## config.mk

```make
export PLATFORM = sky130hd
export DESIGN_NAME = skst_ctrl
export DESIGN_NICKNAME = d
export VERILOG_FILES = /design/src/hdl/skst_pkg.sv /design/src/hdl/skst_ctrl.sv
export SDC_FILE = /design/constraint.sdc
export NUM_CORES = 1
export LEC_CHECK = 0
export BUFFER_PORTS_ARGS = -buffer_cell sky130_fd_sc_hd__buf_2
export CORE_MARGIN = 2
export CORE_UTILIZATION = 25
export CTS_CLUSTER_DIAMETER = 200
export DETAILED_ROUTE_END_ITERATION = 7
export SETUP_SLACK_MARGIN = 0.5
export SYNTH_ARGS = -nofsm -noshare
export SYNTH_HDL_FRONTEND = slang
export SYNTH_SLANG_ARGS = --single-unit
```

## constraint.sdc

```tcl
create_clock -name i_clk -period 1.4 [get_ports i_clk]
set_input_delay 0.07 -clock i_clk [delete_from_list [all_inputs] [get_ports i_clk]]
set_output_delay 0.07 -clock i_clk [all_outputs]
set_load 0.02 [all_outputs]
```

## src/hdl/skst_pkg.sv

```systemverilog
`default_nettype none

package skst_pkg;

    // Default sizing of the table.
    localparam int CAPACITY_DEF       = 1024;
    localparam int MAX_ALIGNMENTS_DEF = 32;

    // Field widths of the item and result channels.
    localparam int W_OP      = 2;
    localparam int W_POS_I   = 12;
    localparam int W_POS_J   = 20;
    localparam int W_ALN     = 5;
    localparam int W_RIDX    = 10;
    localparam int W_STATUS  = 3;
    localparam int W_KEY     = W_POS_I + W_POS_J;
    localparam int W_SUP     = 32;
    localparam int W_POSN    = 10;
    localparam int W_TOTAL   = 11;

    // Operation codes.
    localparam logic [W_OP-1:0] OP_INSERT = 2'd0;
    localparam logic [W_OP-1:0] OP_READ   = 2'd1;
    localparam logic [W_OP-1:0] OP_CLEAR  = 2'd2;

    // Result status codes.
    localparam logic [W_STATUS-1:0] ST_INSERTED = 3'd0;
    localparam logic [W_STATUS-1:0] ST_UPDATED  = 3'd1;
    localparam logic [W_STATUS-1:0] ST_FULL     = 3'd2;
    localparam logic [W_STATUS-1:0] ST_READ_OK  = 3'd3;
    localparam logic [W_STATUS-1:0] ST_READ_OOR = 3'd4;
    localparam logic [W_STATUS-1:0] ST_CLEARED  = 3'd5;

    // Commands from the controller to the datapath.
    typedef struct packed {
        logic                load;         // capture the accepted item
        logic                clear;        // empty the table
        logic                probe_rd;     // read the entry at the search midpoint
        logic                cmp;          // narrow the search window
        logic                upd_wr;       // write back the updated support mask
        logic                shift_start;  // read the top entry, pointer to fill count
        logic                shift_step;   // move one entry up by one place
        logic                ins_wr;       // store the new entry, bump fill count
        logic                rd_issue;     // read the entry at the read index
        logic                res_set;      // stage a result
        logic [W_STATUS-1:0] res_kind;
        logic                out_load;     // move the staged result to the output
    } t_cmd;

    // Status from the datapath to the controller.
    typedef struct packed {
        logic [W_OP-1:0] op;
        logic            search_done;
        logic            cmp_eq;
        logic            full;
        logic            need_shift;
        logic            shift_more;
        logic            rd_in_range;
        logic            out_busy;
    } t_sts;

endpackage

`default_nettype wire

```

## src/hdl/skst_ctrl.sv

```systemverilog
`default_nettype none

module skst_ctrl (
    input  wire logic          i_clk,
    input  wire logic          i_rst_n,
    input  wire logic          i_in_valid,
    output      logic          o_in_ready,
    output      skst_pkg::t_cmd o_cmd,
    input  wire skst_pkg::t_sts i_sts
);
    import skst_pkg::*;

    localparam logic [3:0] S_IDLE     = 4'd0;
    localparam logic [3:0] S_DISPATCH = 4'd1;
    localparam logic [3:0] S_PROBE    = 4'd2;
    localparam logic [3:0] S_CMP      = 4'd3;
    localparam logic [3:0] S_SHIFT    = 4'd4;
    localparam logic [3:0] S_INSERT   = 4'd5;
    localparam logic [3:0] S_RDWAIT   = 4'd6;
    localparam logic [3:0] S_RESP     = 4'd7;

    logic [3:0] r_state;
    logic [3:0] n_state;

    always_ff @(posedge i_clk) begin
        if (!i_rst_n) begin
            r_state <= S_IDLE;
        end else begin
            r_state <= n_state;
        end
    end

    always_comb begin
        n_state    = r_state;
        o_cmd      = '0;
        o_in_ready = 1'b0;
        case (r_state)
            S_IDLE: begin
                o_in_ready = 1'b1;
                if (i_in_valid) begin
                    o_cmd.load = 1'b1;
                    n_state    = S_DISPATCH;
                end
            end
            S_DISPATCH: begin
                case (i_sts.op)
                    OP_INSERT: n_state = S_PROBE;
                    OP_READ: begin
                        if (i_sts.rd_in_range) begin
                            o_cmd.rd_issue = 1'b1;
                            n_state        = S_RDWAIT;
                        end else begin
                            o_cmd.res_set  = 1'b1;
                            o_cmd.res_kind = ST_READ_OOR;
                            n_state        = S_RESP;
                        end
                    end
                    OP_CLEAR: begin
                        o_cmd.clear    = 1'b1;
                        o_cmd.res_set  = 1'b1;
                        o_cmd.res_kind = ST_CLEARED;
                        n_state        = S_RESP;
                    end
                    default: n_state = S_IDLE;
                endcase
            end
            S_PROBE: begin
                if (i_sts.search_done) begin
                    if (i_sts.full) begin
                        o_cmd.res_set  = 1'b1;
                        o_cmd.res_kind = ST_FULL;
                        n_state        = S_RESP;
                    end else if (i_sts.need_shift) begin
                        o_cmd.shift_start = 1'b1;
                        n_state           = S_SHIFT;
                    end else begin
                        o_cmd.ins_wr   = 1'b1;
                        o_cmd.res_set  = 1'b1;
                        o_cmd.res_kind = ST_INSERTED;
                        n_state        = S_RESP;
                    end
                end else begin
                    o_cmd.probe_rd = 1'b1;
                    n_state        = S_CMP;
                end
            end
            S_CMP: begin
                o_cmd.cmp = 1'b1;
                if (i_sts.cmp_eq) begin
                    o_cmd.upd_wr   = 1'b1;
                    o_cmd.res_set  = 1'b1;
                    o_cmd.res_kind = ST_UPDATED;
                    n_state        = S_RESP;
                end else begin
                    n_state = S_PROBE;
                end
            end
            S_SHIFT: begin
                o_cmd.shift_step = 1'b1;
                if (!i_sts.shift_more) begin
                    n_state = S_INSERT;
                end
            end
            S_INSERT: begin
                o_cmd.ins_wr   = 1'b1;
                o_cmd.res_set  = 1'b1;
                o_cmd.res_kind = ST_INSERTED;
                n_state        = S_RESP;
            end
            S_RDWAIT: begin
                o_cmd.res_set  = 1'b1;
                o_cmd.res_kind = ST_READ_OK;
                n_state        = S_RESP;
            end
            S_RESP: begin
                if (!i_sts.out_busy) begin
                    o_cmd.out_load = 1'b1;
                    n_state        = S_IDLE;
                end
            end
            default: n_state = S_IDLE;
        endcase
    end
endmodule

`default_nettype wire

```

Word-level counts from Yosys, hierarchy flattened:

Cells that the tools add are included.

* equal/unequal tests: 12
* muxes and demuxes: 40
* reductions and logical operators: 4

Operators by type and width (count)
* $mux 4: 8
* $pmux 4 s7: 1
* $mux 1: 22
* $pmux 4 s5: 1
* $eq 4x3->1 const B: 4
* $pmux 4 s3: 1
* $eq 4x2->1 const B: 2
* $pmux 4 s2: 1
* $mux 2: 3
* $mux 3: 2
* $ne 2x2->1 const B: 3
* $eq 4x1->1 const B: 1
* $logic_not 4->1: 1
* $reduce_and 3->1: 1
* $eq 2x1->1 const B: 1
* $eq 2x2->1 const B: 1
* $logic_not 2->1: 1
* $pmux 1 s2: 1
* $reduce_or 2->1: 1

* register bits after elaboration: 4
* input bits: 12
* output and inout port bits: 15
* word-level logic and storage cells: 57

Longest topological paths before layout:

* depth after elaboration: 4
* depth in mapped cells: 6
* mapped depth without buffers: 6

Worst setup path after synthesis:

No wires, ideal clock.

* kind: reg2out
* start: register r_state[1]
* end: output o_cmd[6] in the netlist's numbering
* arrival time: 1445 ps
* required time: 1330 ps
* setup slack: -115 ps
* cell stages (with the launch flop): 5
* path buffers: 2
* path through: dfxtp_1 -> buf_6 -> clkbuf_8 -> nand3b_1 -> o41ai_1

RTL lines
* start: declaration: RTL line skst_ctrl.sv:22 `logic [3:0] r_state;`
* start signal: assignment: RTL line skst_ctrl.sv:29 `r_state <= n_state;`
* end: declaration: RTL line skst_ctrl.sv:8 `output skst_pkg::t_cmd o_cmd,`

==> flow_metrics.tcl <==
set metrics [dict create \
    start_kind "flip-flop" \
    wirelength_um 2032 \
    nets 134 \
    status "complete, no violations" \
    gp_congestion 0.7500 \
    viasPerCell 5.090 \
    yosys_warnings 0 \
    end_kind "output pin" \
    r2r_slack_ps 90 \
    synth-edff-count 0 \
    syn_avg_cell_area_sq_um 7.847 \
    coreArea_sq_um 2022 \
    drive_gt1_share_pct 77.12 \
    period_minus_slack_ps 1332 \
    setup_viol 0 \
    rr_worst_depth 5 \
    antenna_found_initial 0 \
    worst_slew_pin_slew_ps 247.0 \
    vias 738 \
    synth.area.top_cells "dfxtp_1 (11%), ha_1 (6.8%), buf_6 (6.2%)" \
    hold_path_class "input pin to flip-flop" \
    cts.reportedPaths.clkPinSlew_ps 40 \
    maxCapViolations 0 \
    top_register "r_state" \
    ant_nets 0 \
    grt_pass1_vias 743 \
    reg_top3 "r_state (3)" \
    track_usage_pct 16.41 \
    yosysUniqueCellTypes 36 \
    ctsHoldBuffers 0 \
    clockBufferDepth 2 \
    power.total_mw 2.189 \
    grt_pass1_wl_um 3236 \
    synth-main-ff-cell "dfxtp_1" \
    worstPathRequired_ps 1330 \
    cts_root_buf "clkbuf_4" \
    maxSlewViolCount 0 \
    max_freq_mhz 750.6 \
    port_buffers 26 \
    largest_reg_flops 3 \
    area_growth_syn_to_layout_pct 120.0 \
    setup_tns_ps 0 \
    max_slew_margin_pct 83.54 \
    synth-seq-area-share_pct 10.93 \
    syn_nets 85 \
    synth_top_cell_area_share_pct 10.93 \
    synth_cells 70 \
    powerDensity_nw_per_um2 1811 \
    critPathCapture "o_cmd[6]" \
    die_w_um 50.88 \
    io_pins 27 \
    dieArea_sq_um 2588 \
    fin_crit_sh_pct 95.16 \
    cts.sinks 3 \
    num_rows 16 \
    drc 0 \
    synth_common_cells "nand2_1 (6), nor2_1 (6), nand3_1 (4), nand3b_1 (4)" \
    syn_area_sq_um 549.3 \
    routedWlPerCell_um 14.01 \
    drtIter0Drc 7 \
    start_util_pct 27.17 \
    cts_buffers 3 \
    crit_start "r_state[0]" \
    worstPathArrival_ps 1260 \
    dp_hpwl_um 1124 \
    die_height_um 50.88 \
    p_leak_nw 0.5356 \
    critical_path.max_fanout 7 \
    grt_max_degree 9 \
    r2r-end "r_state[0]" \
    fin_skew_ps 3.724 \
    synthArstFlopShare_pct 0 \
    rsz0062_at_grt "true" \
    ys_seq_elements 3 \
    diodes 0 \
    drt_first_pass_iters 4 \
    htree_levels 1 \
    report.final.hold_viol_count 0 \
    vdd_ir_drop_max_mv 1.015 \
    rr_startpoint "r_state[2]" \
    synth_top_cell_by_area "dfxtp_1" \
    grt-ovfl-total 0 \
    critPathKind "flip-flop to output pin" \
    cts_tree "built" \
    clock_latency_ps 240 \
]
## power by group
part | internal, mW | switching [mW] | total [mW]
Clock | 0.107 | 0.0507 | 0.158
Combinational | 0.942 | 0.831 | 1.77
Sequential | 0.146 | 0.112 | 0.258
Total | 1.19 | 0.994 | 2.19
## critical path, cell delays in order (launching register included)
cell	delay [ps]
dfxtp_4	370
nand3b_1	240
o41ai_4	220
buf_4	180
## worst min path at each step
stage / start / to / slack, ps / depth (start not counted)
6_report: i_rst_n / r_state[0] / 120 / 3
5_1_grt: i_rst_n / r_state[1] / 120 / 2
4_1_cts: i_rst_n / r_state[0] / 110 / 3
3_5_place_dp: i_rst_n / r_state[2] / 360 / 3
3_3_place_gp: i_rst_n / r_state[1] / 360 / 2
2_1_floorplan: i_sts[0] / o_cmd[0] / 180 / 1
## area by class of cell
class                      count  area, sq um
tap                           27        33.78
multi-input combinational     57        598.1
sequential                     3        71.32
timing repair buffer          50        459.2
clock buffer                   4        26.28
inverter                       4        20.02
fill                         164        813.3
## metrics by stage
step	instance area, sq um	hold WS, ps	utilization, %	setup slack, ps	std cells
6_report	1209	119.7	59.78	67.80	145
5_1_grt	1209	120.8	59.78	17.39	145
4_1_cts	1116	105.3	55.20	52.25	142
3_5_place_dp	803.3	356.0	39.73	128.8	125
3_3_place_gp	803.3	359.4	39.73	131.7	125
2_1_floorplan	666.9	179.3	-	222.6	70
## cells by family (layout without fill, tap and decap cells)
family,after synthesis,in the layout,share of synthesized area [%]
AOI/OAI and AO/OA,18,18,26.20
adders and majority gates,3,3,6.834
buffers and inverters,10,58,14.80
DFF,3,3,10.93
muxes,2,2,3.872
and+or+nand+nor,34,34,37.36
## cells in the final DEF, fill, tap and decap left out, drive strengths merged
cell type / n
a211oi: 2
a21boi: 1
o21bai: 1
nand2: 7
a21oi: 4
mux2: 1
mux2i: 1
clkbuf: 4
o41ai: 2
a31oi: 1
or2: 1
nor3: 3
nand3b: 4
or2b: 1
o31ai: 1
dfxtp: 3
and2: 1
nor2b: 2
nor3b: 2
and4bb: 1
nor2: 7
buf: 50
a21o: 1
ha: 3
o21ai: 3
inv: 4
o211ai: 1
nand3: 4
and3: 1
a311oi: 1
## timing repair
action / CTS / global route
pin swaps: 10 / 13
endpoints found under the setup margin: 18 / 18
gates resized for setup: 47 / 18
setup buffers: 13 / 3
## layer usage
metal / share of wire, % / track usage [%] / vias up
li1: - / - / 348
met1: 38 / 18.07 / 358
met2: 56 / 31.36 / 26
met3: 4.4 / 2.924 / 6
met4: 1.9 / 5.405 / 0
met5: 0 / 0 / -
(Power assumes the default switching activity.)
